<file path="config.mk">
export PLATFORM = sky130hd
export DESIGN_NAME = obstacle_mask_rasterizer
export DESIGN_NICKNAME = d
export VERILOG_FILES = /design/src/omr_pkg.sv /design/src/obstacle_mask_rasterizer.sv /design/src/omr_front.sv /design/src/omr_sqrt.sv /design/src/omr_shade.sv
export SDC_FILE = /design/constraint.sdc
export NUM_CORES = 2
export LEC_CHECK = 0
export ABC_CLOCK_PERIOD_IN_PS = 21700
export BUFFER_PORTS_ARGS = -buffer_cell sky130_fd_sc_hd__buf_4
export CORE_UTILIZATION = 36
export CTS_CLUSTER_DIAMETER = 30
export DETAILED_ROUTE_END_ITERATION = 7
export HOLD_SLACK_MARGIN = 0.05
export PLACE_DENSITY = 0.58
export SYNTH_ARGS = -nofsm -noshare
export SYNTH_HDL_FRONTEND = slang
export SYNTH_SLANG_ARGS = --single-unit
</file>
<file path="constraint.sdc">
create_clock -name clk -period 21.7 [get_ports clk]
set_input_delay 4.34 -clock clk [delete_from_list [all_inputs] [get_ports clk]]
set_output_delay 4.34 -clock clk [all_outputs]
set_load 0.05 [all_outputs]
</file>
<file path="src/omr_pkg.sv">
// Shared types, constants and the square-root step for the obstacle mask rasterizer.
// Used by every module of the block; depends on nothing else.
package omr_pkg;

  // Configuration register indexes.
  localparam logic [3:0] REG_SHAPE_MODE    = 4'd0;
  localparam logic [3:0] REG_CENTER_X      = 4'd1;
  localparam logic [3:0] REG_CENTER_Y      = 4'd2;
  localparam logic [3:0] REG_CIRCLE_RADIUS = 4'd3;
  localparam logic [3:0] REG_HALF_WIDTH    = 4'd4;
  localparam logic [3:0] REG_HALF_HEIGHT   = 4'd5;
  localparam logic [3:0] REG_VEL_X         = 4'd6;
  localparam logic [3:0] REG_VEL_Y         = 4'd7;

  // Shape selection codes.
  localparam logic SHAPE_CIRCLE = 1'b0;
  localparam logic SHAPE_RECT   = 1'b1;

  // Occupancy levels in unsigned Q0.16.
  localparam logic [15:0] OCC_BORDER = 16'd13107;
  localparam logic [15:0] OCC_FULL   = 16'd58982;

  // Number of square-root stages; each stage resolves two root bits.
  localparam int SQRT_STAGES = 8;

  // Per-pixel flags that travel with the data down the pipeline.
  typedef struct packed {
    logic in_grid;
    logic border;
    logic rect_hit;
    logic circ_hit;
  } side_t;

  // Output of the front end: flags and the squared distance (valid when covered).
  typedef struct packed {
    side_t       side;
    logic [15:0] rad;
  } front_t;

  // Partial square-root state.
  typedef struct packed {
    logic [17:0] rem;
    logic [15:0] root;
  } sq_t;

  // One digit-by-digit square-root step that brings in two radicand bits.
  function automatic sq_t sqrt_step(sq_t cur, logic [1:0] bits);
    logic [19:0] t;
    logic [19:0] trial;
    logic [19:0] diff;
    sq_t         nxt;
    t     = {cur.rem, bits};
    trial = {2'b00, cur.root, 2'b01};
    diff  = t - trial;
    if (t >= trial) begin
      nxt.rem  = diff[17:0];
      nxt.root = {cur.root[14:0], 1'b1};
    end else begin
      nxt.rem  = t[17:0];
      nxt.root = {cur.root[14:0], 1'b0};
    end
    return nxt;
  endfunction

endpackage

</file>
<file path="src/obstacle_mask_rasterizer.sv">
// Top level of the obstacle mask rasterizer: configuration registers and pipeline.
// Depends on omr_pkg, omr_front, omr_sqrt and omr_shade.

// Shades one grid pixel per transaction and streams at one pixel per clock when
// the output is not stalled. Every pixel goes through a fourteen-stage pipeline:
// three front stages (grid, rectangle and distance tests), eight square-root stages
// that each resolve two bits of the Q.8 distance, and three back stages (rim ramp
// multiply, rounding and the output register). A stall on the output holds every
// stage in place; the input stall rises only once all stages are full.
// Configuration registers are read live by the pipeline, so write them only while no
// transaction is in flight.
module obstacle_mask_rasterizer #(
  parameter int GRID_WIDTH  = 256,
  parameter int GRID_HEIGHT = 256
) (
  input  logic               clk,
  input  logic               rst,
  input  logic               cfg_write,
  input  logic [3:0]         cfg_index,
  input  logic [15:0]        cfg_data,
  input  logic               in_valid,
  output logic               in_stall,
  input  logic [9:0]         pixel_x,
  input  logic [9:0]         pixel_y,
  output logic               out_valid,
  input  logic               out_stall,
  output logic [15:0]        occupancy,
  output logic signed [15:0] out_vel_x,
  output logic signed [15:0] out_vel_y,
  output logic               inside_obstacle
);
  import omr_pkg::*;

  logic               shape_mode;
  logic [9:0]         center_x;
  logic [9:0]         center_y;
  logic [7:0]         circle_radius;
  logic [9:0]         half_width;
  logic [9:0]         half_height;
  logic signed [15:0] vel_x;
  logic signed [15:0] vel_y;

  logic    front_ready, front_valid;
  front_t  front_data;
  logic    sqrt_ready, sqrt_valid;
  side_t   sqrt_side;
  logic [15:0] sqrt_root;
  logic    shade_ready;

  // Configuration registers.
  always_ff @(posedge clk) begin
    if (rst) begin
      shape_mode    <= SHAPE_CIRCLE;
      center_x      <= 10'd128;
      center_y      <= 10'd128;
      circle_radius <= 8'd16;
      half_width    <= 10'd16;
      half_height   <= 10'd16;
      vel_x         <= 16'sd0;
      vel_y         <= 16'sd0;
    end else if (cfg_write) begin
      case (cfg_index)
        REG_SHAPE_MODE:    shape_mode    <= cfg_data[0];
        REG_CENTER_X:      center_x      <= cfg_data[9:0];
        REG_CENTER_Y:      center_y      <= cfg_data[9:0];
        REG_CIRCLE_RADIUS: circle_radius <= cfg_data[7:0];
        REG_HALF_WIDTH:    half_width    <= cfg_data[9:0];
        REG_HALF_HEIGHT:   half_height   <= cfg_data[9:0];
        REG_VEL_X:         vel_x         <= $signed(cfg_data);
        REG_VEL_Y:         vel_y         <= $signed(cfg_data);
        default: begin
        end
      endcase
    end
  end

  assign in_stall = !front_ready;

  // Grid, rectangle and circle tests.
  omr_front #(
    .GRID_WIDTH  (GRID_WIDTH),
    .GRID_HEIGHT (GRID_HEIGHT)
  ) u_front (
    .clk           (clk),
    .rst           (rst),
    .in_valid      (in_valid),
    .in_ready      (front_ready),
    .pixel_x       (pixel_x),
    .pixel_y       (pixel_y),
    .center_x      (center_x),
    .center_y      (center_y),
    .circle_radius (circle_radius),
    .half_width    (half_width),
    .half_height   (half_height),
    .out_valid     (front_valid),
    .out_ready     (sqrt_ready),
    .out_data      (front_data)
  );

  // Distance to the center in Q.8.
  omr_sqrt u_sqrt (
    .clk       (clk),
    .rst       (rst),
    .in_valid  (front_valid),
    .in_ready  (sqrt_ready),
    .in_data   (front_data),
    .out_valid (sqrt_valid),
    .out_ready (shade_ready),
    .out_side  (sqrt_side),
    .out_root  (sqrt_root)
  );

  // Ramp, selection and output register.
  omr_shade u_shade (
    .clk             (clk),
    .rst             (rst),
    .in_valid        (sqrt_valid),
    .in_ready        (shade_ready),
    .in_side         (sqrt_side),
    .in_root         (sqrt_root),
    .shape_mode      (shape_mode),
    .circle_radius   (circle_radius),
    .vel_x           (vel_x),
    .vel_y           (vel_y),
    .out_valid       (out_valid),
    .out_ready       (!out_stall),
    .occupancy       (occupancy),
    .out_vel_x       (out_vel_x),
    .out_vel_y       (out_vel_y),
    .inside_obstacle (inside_obstacle)
  );

endmodule

</file>
<file path="src/omr_front.sv">
// Front end of the rasterizer: grid and rectangle tests, distance squares, circle test.
// Three register stages; depends on omr_pkg.
module omr_front #(
  parameter int GRID_WIDTH  = 256,
  parameter int GRID_HEIGHT = 256
) (
  input  logic                   clk,
  input  logic                   rst,
  input  logic                   in_valid,
  output logic                   in_ready,
  input  logic [9:0]             pixel_x,
  input  logic [9:0]             pixel_y,
  input  logic [9:0]             center_x,
  input  logic [9:0]             center_y,
  input  logic [7:0]             circle_radius,
  input  logic [9:0]             half_width,
  input  logic [9:0]             half_height,
  output logic                   out_valid,
  input  logic                   out_ready,
  output omr_pkg::front_t        out_data
);
  import omr_pkg::*;

  localparam logic [10:0] X_LIMIT = 11'(GRID_WIDTH);
  localparam logic [10:0] Y_LIMIT = 11'(GRID_HEIGHT);
  localparam logic [9:0]  X_LAST  = 10'(GRID_WIDTH - 1);
  localparam logic [9:0]  Y_LAST  = 10'(GRID_HEIGHT - 1);

  logic v1, v2, v3;
  logic rdy1, rdy2, rdy3;

  // Stage 1 signals.
  logic signed [10:0] dx_c, dy_c;
  logic signed [11:0] px_s, py_s, x_lo, x_hi, y_lo, y_hi;
  side_t              side_c;
  logic signed [10:0] dx1, dy1;
  side_t              side1;

  // Stage 2 signals.
  logic signed [21:0] sqx_full, sqy_full;
  logic [15:0]        rr_c;
  logic [19:0]        sqx2, sqy2;
  logic [15:0]        rr2;
  side_t              side2;

  // Stage 3 signals.
  logic [20:0]        d2_c;
  side_t              side3_c;
  front_t             data3;

  // Stage handshake: a stage takes new data when empty or when it drains.
  assign rdy3     = !v3 || out_ready;
  assign rdy2     = !v2 || rdy3;
  assign rdy1     = !v1 || rdy2;
  assign in_ready = rdy1;

  // Offsets from the center and the rectangle bounds.
  assign dx_c = $signed({1'b0, pixel_x}) - $signed({1'b0, center_x});
  assign dy_c = $signed({1'b0, pixel_y}) - $signed({1'b0, center_y});
  assign px_s = $signed({2'b00, pixel_x});
  assign py_s = $signed({2'b00, pixel_y});
  assign x_lo = $signed({2'b00, center_x}) - $signed({2'b00, half_width});
  assign x_hi = $signed({2'b00, center_x}) + $signed({2'b00, half_width});
  assign y_lo = $signed({2'b00, center_y}) - $signed({2'b00, half_height});
  assign y_hi = $signed({2'b00, center_y}) + $signed({2'b00, half_height});

  always_comb begin
    side_c.in_grid  = ({1'b0, pixel_x} < X_LIMIT) && ({1'b0, pixel_y} < Y_LIMIT);
    side_c.border   = (pixel_x == 10'd0) || (pixel_y == 10'd0) ||
                      (pixel_x == X_LAST) || (pixel_y == Y_LAST);
    side_c.rect_hit = (px_s >= x_lo) && (px_s < x_hi) && (py_s >= y_lo) && (py_s < y_hi);
    side_c.circ_hit = 1'b0;
  end

  // Stage 1 registers.
  always_ff @(posedge clk) begin
    if (rst) begin
      v1 <= 1'b0;
    end else if (rdy1) begin
      v1 <= in_valid;
    end
    if (rdy1 && in_valid) begin
      dx1   <= dx_c;
      dy1   <= dy_c;
      side1 <= side_c;
    end
  end

  // Squares of the offsets and of the radius.
  assign sqx_full = dx1 * dx1;
  assign sqy_full = dy1 * dy1;
  assign rr_c     = {8'b0, circle_radius} * {8'b0, circle_radius};

  always_ff @(posedge clk) begin
    if (rst) begin
      v2 <= 1'b0;
    end else if (rdy2) begin
      v2 <= v1;
    end
    if (rdy2 && v1) begin
      sqx2  <= sqx_full[19:0];
      sqy2  <= sqy_full[19:0];
      rr2   <= rr_c;
      side2 <= side1;
    end
  end

  // Squared distance and the circle coverage test.
  assign d2_c = {1'b0, sqx2} + {1'b0, sqy2};

  always_comb begin
    side3_c          = side2;
    side3_c.circ_hit = (d2_c <= {5'b0, rr2});
  end

  always_ff @(posedge clk) begin
    if (rst) begin
      v3 <= 1'b0;
    end else if (rdy3) begin
      v3 <= v2;
    end
    if (rdy3 && v2) begin
      data3.side <= side3_c;
      data3.rad  <= d2_c[15:0];
    end
  end

  assign out_valid = v3;
  assign out_data  = data3;

endmodule

</file>
<file path="src/omr_sqrt.sv">
// Pipelined integer square root of the squared distance scaled by 65536.
// Eight stages of two root bits each; depends on omr_pkg.
module omr_sqrt (
  input  logic              clk,
  input  logic              rst,
  input  logic              in_valid,
  output logic              in_ready,
  input  omr_pkg::front_t   in_data,
  output logic              out_valid,
  input  logic              out_ready,
  output omr_pkg::side_t    out_side,
  output logic [15:0]       out_root
);
  import omr_pkg::*;

  logic        v    [SQRT_STAGES];
  logic        rdy  [SQRT_STAGES];
  sq_t         st   [SQRT_STAGES];
  logic [15:0] rad  [SQRT_STAGES];
  side_t       side [SQRT_STAGES];

  genvar k;
  generate
    for (k = 0; k < SQRT_STAGES; k++) begin : g_stage
      logic        src_v;
      sq_t         src_st;
      logic [15:0] src_rad;
      side_t       src_side;
      sq_t         mid;
      sq_t         nxt;

      // Source of this stage: the input port or the previous stage.
      if (k == 0) begin : g_first
        assign src_v    = in_valid;
        assign src_st   = '0;
        assign src_rad  = in_data.rad;
        assign src_side = in_data.side;
      end else begin : g_next
        assign src_v    = v[k-1];
        assign src_st   = st[k-1];
        assign src_rad  = rad[k-1];
        assign src_side = side[k-1];
      end

      if (k == SQRT_STAGES - 1) begin : g_last_rdy
        assign rdy[k] = !v[k] || out_ready;
      end else begin : g_mid_rdy
        assign rdy[k] = !v[k] || rdy[k+1];
      end

      // Two root bits per stage; the low half of the radicand is all zeros.
      always_comb begin
        mid = sqrt_step(src_st, src_rad[15:14]);
        nxt = sqrt_step(mid, src_rad[13:12]);
      end

      always_ff @(posedge clk) begin
        if (rst) begin
          v[k] <= 1'b0;
        end else if (rdy[k]) begin
          v[k] <= src_v;
        end
        if (rdy[k] && src_v) begin
          st[k]   <= nxt;
          rad[k]  <= {src_rad[11:0], 4'b0000};
          side[k] <= src_side;
        end
      end
    end
  endgenerate

  assign in_ready  = rdy[0];
  assign out_valid = v[SQRT_STAGES-1];
  assign out_side  = side[SQRT_STAGES-1];
  assign out_root  = st[SQRT_STAGES-1].root;

endmodule

</file>
<file path="src/omr_shade.sv">
// Back end of the rasterizer: rim ramp, shape selection and the output register.
// Three register stages; depends on omr_pkg.
module omr_shade (
  input  logic               clk,
  input  logic               rst,
  input  logic               in_valid,
  output logic               in_ready,
  input  omr_pkg::side_t     in_side,
  input  logic [15:0]        in_root,
  input  logic               shape_mode,
  input  logic [7:0]         circle_radius,
  input  logic signed [15:0] vel_x,
  input  logic signed [15:0] vel_y,
  output logic               out_valid,
  input  logic               out_ready,
  output logic [15:0]        occupancy,
  output logic signed [15:0] out_vel_x,
  output logic signed [15:0] out_vel_y,
  output logic               inside_obstacle
);
  import omr_pkg::*;

  logic va, vb, vc;
  logic rdya, rdyb, rdyc;

  logic [16:0] diff_c;
  logic [8:0]  diffa;
  logic        fulla;
  side_t       sidea;

  logic [24:0] prod_c;
  logic [24:0] prodb;
  logic        fullb;
  side_t       sideb;

  logic [24:0] round_c;
  logic        covered_c;
  logic [15:0] occ_c;

  assign rdyc     = !vc || out_ready;
  assign rdyb     = !vb || rdyc;
  assign rdya     = !va || rdyb;
  assign in_ready = rdya;

  // Distance from the rim in Q.8; two units or more means full occupancy.
  assign diff_c = {1'b0, circle_radius, 8'b0} - {1'b0, in_root};

  always_ff @(posedge clk) begin
    if (rst) begin
      va <= 1'b0;
    end else if (rdya) begin
      va <= in_valid;
    end
    if (rdya && in_valid) begin
      diffa <= diff_c[8:0];
      fulla <= |diff_c[16:9];
      sidea <= in_side;
    end
  end

  // Scale the ramp by the full occupancy level.
  assign prod_c = {9'b0, OCC_FULL} * {16'b0, diffa};

  always_ff @(posedge clk) begin
    if (rst) begin
      vb <= 1'b0;
    end else if (rdyb) begin
      vb <= va;
    end
    if (rdyb && va) begin
      prodb <= prod_c;
      fullb <= fulla;
      sideb <= sidea;
    end
  end

  // Round half up, then pick between outside, shape and border.
  assign round_c   = prodb + 25'd256;
  assign covered_c = sideb.in_grid &&
                     ((shape_mode == SHAPE_RECT) ? sideb.rect_hit : sideb.circ_hit);

  always_comb begin
    if (!sideb.in_grid) begin
      occ_c = 16'd0;
    end else if (covered_c) begin
      if (shape_mode == SHAPE_RECT || fullb) begin
        occ_c = OCC_FULL;
      end else begin
        occ_c = round_c[24:9];
      end
    end else if (sideb.border) begin
      occ_c = OCC_BORDER;
    end else begin
      occ_c = 16'd0;
    end
  end

  // Output register.
  always_ff @(posedge clk) begin
    if (rst) begin
      vc <= 1'b0;
    end else if (rdyc) begin
      vc <= vb;
    end
    if (rdyc && vb) begin
      occupancy       <= occ_c;
      out_vel_x       <= covered_c ? vel_x : 16'sd0;
      out_vel_y       <= covered_c ? vel_y : 16'sd0;
      inside_obstacle <= covered_c;
    end
  end

  assign out_valid = vc;

endmodule

</file>
======== After elaboration in Yosys (flattened, before gate mapping) ========
Memories as Yosys holds them, arrays and structs flattened. A register that Yosys moved wholly into a read port is not among the register bits.
Index checks and enable logic that the tools add are counted.
word-level totals
  bits in registers ....................... 279
  RAM bits ................................ 408
  input port bits ......................... 45
  output and inout port bits .............. 51
  word-level logic and storage cells ...... 250
  memories kept ........................... 4
cells by class
  add/subtract/negate cells ............... 25
  $mul .................................... 4
  $lt $le $gt $ge ......................... 23
  equality and inequality tests ........... 9
  mux-type cells .......................... 70
  bitwise gates (word level) .............. 8
  reduce and logical (&&, ||, !) cells .... 65
memories
  name         depth  width  read ports  clocked after Yosys merged registers in  wr ports  RTL line        source
  u_sqrt.st    8      34     8           0                                        8         omr_sqrt.sv:18  sq_t st [SQRT_STAGES];
  u_sqrt.rad   8      12     7           0                                        8         omr_sqrt.sv:19  logic [15:0] rad [SQRT_STAGES];
  u_sqrt.side  8      4      8           1                                        8         omr_sqrt.sv:20  side_t side [SQRT_STAGES];
  u_sqrt.v     8      1      8           0                                        8         omr_sqrt.sv:16  logic v [SQRT_STAGES];
operators by type and width
  cell                     number
  $mux W34                 16
  $ge A20 B18 Y1           15
  $sub A18 B18 Y18         15
  $mux W1                  51
  $sub A10 B10 Y11         4
  $mul A11 B11 Y20         2
  $mux W16                 2
  $add A25 B9 Y25 const B  1
  $ge A11 B12 Y1           2
  $lt A11 B12 Y1           2
  $mul A15 B9 Y24 const A  1
  $add A10 B10 Y11         2
  $add A20 B20 Y21         1
  $le A21 B16 Y1           1
  $eq A10 B8 Y1 const B    2
  $logic_not A10 Y1        2
  $lt A10 B9 Y1 const B    2
  $logic_and A1 B1 Y1      19
  $logic_or A1 B1 Y1       18
  $sub A16 B16 Y17         1
  $eq A4 B3 Y1 const B     4
  $logic_not A1 Y1         16
  $mul A8 B8 Y16           1
  $reduce_and A2 Y1        8
  8 further kinds          16

======== Depth between registers and ports, before layout ========
  depth after elaboration ................. 16
  gate-level depth with buffers ........... 26
  gate-level depth less buffers ........... 23

======== By module ========
Synthesis repeated with hierarchy kept, for this count alone.
unflattened totals
  cell total of the unflattened synthesis .. 4209
  area, all modules ....................... 42752.3 µm²
modules (own cells, without submodules)
  module                    times used  cells each  area an instance (µm²)  sequential area each (µm²)
  omr_front                 1           1826        17142.7                 3093.0
  omr_sqrt                  1           1573        16517.1                 7537.2
  omr_shade                 1           515         5855.6                  2612.5
  obstacle_mask_rasterizer  1           295         3236.9                  1621.6

======== Worst setup path after synthesis ========
Ideal clock, no wire load.
  path type ............................... input port to output port
  start point ............................. in out_stall
  end point ............................... out in_stall
  data arrival time ....................... 6.106 ns
  required time ........................... 17.360 ns
  slack ................................... 11.254 ns
  cell stages on the path ................. 7
  path buffers ............................ 0
  path through ............................ and3_1 > and3_1 > nand3_1 > nor2_1 > nand3_1 > nor2_1 > and3_1
between the ends
  word-level cells in the longest chain between the ends .. 16
RTL lines
  element                           RTL line                         source
  start: declaration                obstacle_mask_rasterizer.sv:26   input logic out_stall,
  $logic_not A1 Y1                  obstacle_mask_rasterizer.sv:126  .out_ready (!out_stall),
  $logic_or A1 B1 Y1                omr_shade.sv:40                  assign rdyc = !vc || out_ready;
  $logic_or A1 B1 Y1                omr_shade.sv:41                  assign rdyb = !vb || rdyc;
  $logic_or A1 B1 Y1                omr_shade.sv:42                  assign rdya = !va || rdyb;
  $logic_or A1 B1 Y1                omr_sqrt.sv:46                   assign rdy[k] = !v[k] || out_ready;
  $logic_or A1 B1 Y1 (7 in series)  omr_sqrt.sv:48                   assign rdy[k] = !v[k] || rdy[k+1];
  $logic_or A1 B1 Y1                omr_front.sv:52                  assign rdy3 = !v3 || out_ready;
  $logic_or A1 B1 Y1                omr_front.sv:53                  assign rdy2 = !v2 || rdy3;
  $logic_or A1 B1 Y1                omr_front.sv:54                  assign rdy1 = !v1 || rdy2;
  $logic_not A1 Y1                  obstacle_mask_rasterizer.sv:77   assign in_stall = !front_ready;
  end: declaration                  obstacle_mask_rasterizer.sv:22   output logic in_stall,
No other way between the ends.

======== Worst setup path in the final report ========
Ends and elaborated chain as after synthesis.

==> key figures <==
Hold path
  • Hold WC Path Type: flop to flop
  • Hold path depth: 0
  • Worst Hold End: u_sqrt.rad[0][9]
  • Beginning of the worst hold path: u_front.out_data[9]

Clock network
  • Num Clock Sinks: 524
  • CTS clk-pin slew, worst paths: 0.05 ns
  • Clock tree buffer depth: 3
  • Buffer count from post-CTS setup fixing: 0
  • Num CTS Buffers: 107
  • Post_cts resized: 0
  • # H-tree levels: 3
  • # hold bufs at CTS: 0
  • Clock latency at the later pin of the worst-skew pair: approximately 0.68 ns
  • TritonCTS clock tree: yes
  • Root Driver: clkbuf_16

Critical path
  • Critical path fanouts, max: 9
  • Worst endpoint required time: between 15 and 20 ns
  • Register-to-register setup slack: between 10 and 15 ns
  • Startpoint Class: primary input
  • Number of cells on the worst reg-to-reg path: 21
  • Worst reg2reg endpoint: u_sqrt.st[1][21]
  • CP Class: primary input to primary output
  • Crit. End Element: primary output
  • Worst EP arrival: 7.11 ns
  • Worst r2r src: u_sqrt.st[0][118]

STA
  • RSZ-0062 raised after global routing: no
  • Final worst-path cycle share: between 50% and 60%
  • Setup Total Neg Slack: 0 ns
  • Final Skew: 0.0371 ns
  • Slew @ Worst Pin: 1.09 ns
  • Fin worst setup slack: 10.25 ns
  • Slew HR: 27.1%
  • Final Hold Viols: 0
  • Setup violations, final: 0
  • Max Clk Rate: 87.3 MHz
  • Tmin final: 11.45 ns
  • Fin. max-slew vios: 0

Place
  • Hpwl dp: 67900 µm
  • Port bufs: 95
  • GPL Wtd Cong: around 0.84
  • Place WS: 10.25 ns

Route
  • M1 wire length: approximately 41000 µm
  • Drt pass-1 iters: 5
  • Routed len/inst: 14.8 µm
  • DR WL met2: 41300 µm
  • Highest metal used: met5
  • Routed vias/inst: 4.90
  • Vias: 28900
  • Post-DRT Antenna Nets: 0
  • Drt drc: 0
  • Number of DRC markers in iteration 0: 1302
  • Metal3 WL: 2460 µm
  • Final WL: 87300 µm

Synthesis
  • Seq cells post-synth: roughly 520
  • Synthesis warning total: 0
  • Sequential area share after synthesis: 35.4%
  • Share of the synthesized area in the top cell type: 31.3%
  • Synthesized instance count: 4165
  • Async S/R FF share, synth: 0%
  • Yosys top cell by area: edfxtp_1
  • Avg Cell Area, Syn: roughly 10 µm²
  • Count of cell types in the netlist: 96
  • Cell Area, Synth: between 40000 and 50000 µm²
  • Synth area leaders: edfxtp_1, ha_1, fa_1
  • EDFF count, synth: approximately 440
  • Post-synth top flop: edfxtp_1

Die
  • Placement Rows: ~120
  • Die width: 343 µm
  • Core footprint: 115000 µm²
  • Die area: 118000 µm²
  • Initial core utilization: 36.5%
  • Num ports: 96
  • Die height: 343 µm

Layout
  • Fin nets: 5022
  • Share of layout cells above drive strength 1: under 10%
  • Antenna Cells: 0
  • Area Growth Syn to Fin: 14.9%
  • Filler Cells Inserted: 11000

GRT
  • First-pass GRT wire length: around 150000 µm
  • GRT Util Overall: 15.2%
  • Vias in the first global route: slightly below 30000
  • Antenna violations before repair: 2
  • Largest net degree at the start of global routing: 83
  • Gr ovfl total: 0

Power
  • Power Density: 104 nW/µm²
  • Worst ir drop on vdd: ~0.00016 V
  • Leak Pwr: 0.0207 µW

Outcome
  • Status: complete, no violations

Job
  • Max Cap Violations: 0
## kinds of logic after synthesis
group,synth area share (%)
AO/OA/AOI/OAI,10.7
XOR/XNOR,5.66
adder cells (fa/ha/maj),25.0
buffers and inverters,6.60
flip-flops,35.4
multiplexers,2.68
other,0.00894
AND/OR/NAND/NOR,14.0
## critical path: stages
cell and delay [ns]:
buf_4 0.11, and3_1 0.25, and3_1 0.44, nand3_1 0.24, nor2_1 0.50, nand3_1 0.17
nor2_1 0.47, and3_1 0.31, buf_4 0.26
## cells in the mapped netlist, drive strengths merged, types with 63 or more instances
library cell and number:
inv 636, edfxtp 437, ha 429, nor2 327, fa 255, nand2 246, a21oi 197, xnor2 186
o21ai 140, and2 98, dfxtp 87, xor2 85, clkbuf 80, nor3 80, and3 70, nand3 69
mux2i 63, nor2b 63
## report_power, final
| group | switching, µW | total [µW] | internal (µW) |
|---|---|---|---|
| Combinational | 1160 | 2050 | 896 |
| Clock | 589 | 1700 | 1110 |
| Sequential | 41.0 | 1290 | 1250 |
| Total | 1780 | 5040 | 3250 |
## routing by layer
metal | global-route usage [%] | vias up
met2 | 25.6 | 380
met5 | 0 | -
met1 | 20.3 | 13800
met3 | 2.08 | 143
met4 | 4.60 | 2
li1 | - | 14600
## state kept, by name, indices dropped and copies added, names as in the netlist, 17 cells and up
name              count
u_front.sqx2         19
u_sqrt.st           187
u_sqrt.side          32
u_shade.prodb        17
u_sqrt.rad           24
u_front.sqy2         19
u_front.out_data     20
## cells in the final DEF, fill, tap and decap left out, types with 21 or more instances in the layout
cell type	instances
inv_1	632
edfxtp_1	437
ha_1	429
nor2_1	325
fa_1	255
nand2_1	245
a21oi_1	195
xnor2_1	186
o21ai_0	137
buf_4	111
clkbuf_16	107
and2_1	98
dfxtp_1	87
xor2_1	85
nor3_1	78
and3_1	70
nand3_1	69
mux2i_1	63
a21o_1	61
nor2b_1	58
nand2b_1	51
o21a_1	47
mux2_2	44
nor4_1	27
a31oi_1	25
nand4_1	22
or3_1	21
or2_2	21
## area by class of cell
cell class / count / area (µm²) / area share (%)
flip-flops and latches: 524 / 14900 / 30.8
repair buffers: 111 / 833 / 1.73
clock buffers: 115 / 2730 / 5.66
inverters: 637 / 2390 / 4.96
clock inverters: 89 / 1120 / 2.33
multi-input cells: 2912 / 24400 / 50.6
well taps: 1512 / 1890 / 3.92
## worst max path at each step
| stage | startpoint | depth (start not counted) | end |
|---|---|---|---|
| after global placement | out_stall | 9 | in_stall |
| after floorplan | out_stall | 7 | in_stall |
| after global routing | out_stall | 9 | in_stall |
| after detailed placement | out_stall | 9 | in_stall |
| final | out_stall | 9 | in_stall |
| after CTS | out_stall | 9 | in_stall |
## through the flow
stage          instances  utilization [%]  hold slack (ns)  power (µW)  instance area [µm²]
2_1_floorplan       4166                -            0.400        2930                42000
3_3_place_gp        5696             38.6            0.401        3350                44400
3_5_place_dp        5696             38.6            0.405        3370                44400
4_1_cts             5900             41.9            0.392        5110                48200
5_1_grt             5900             41.9            0.400        5480                48200
6_report            5900             41.9            0.399        5040                48200
(Power assumes the default switching activity.)
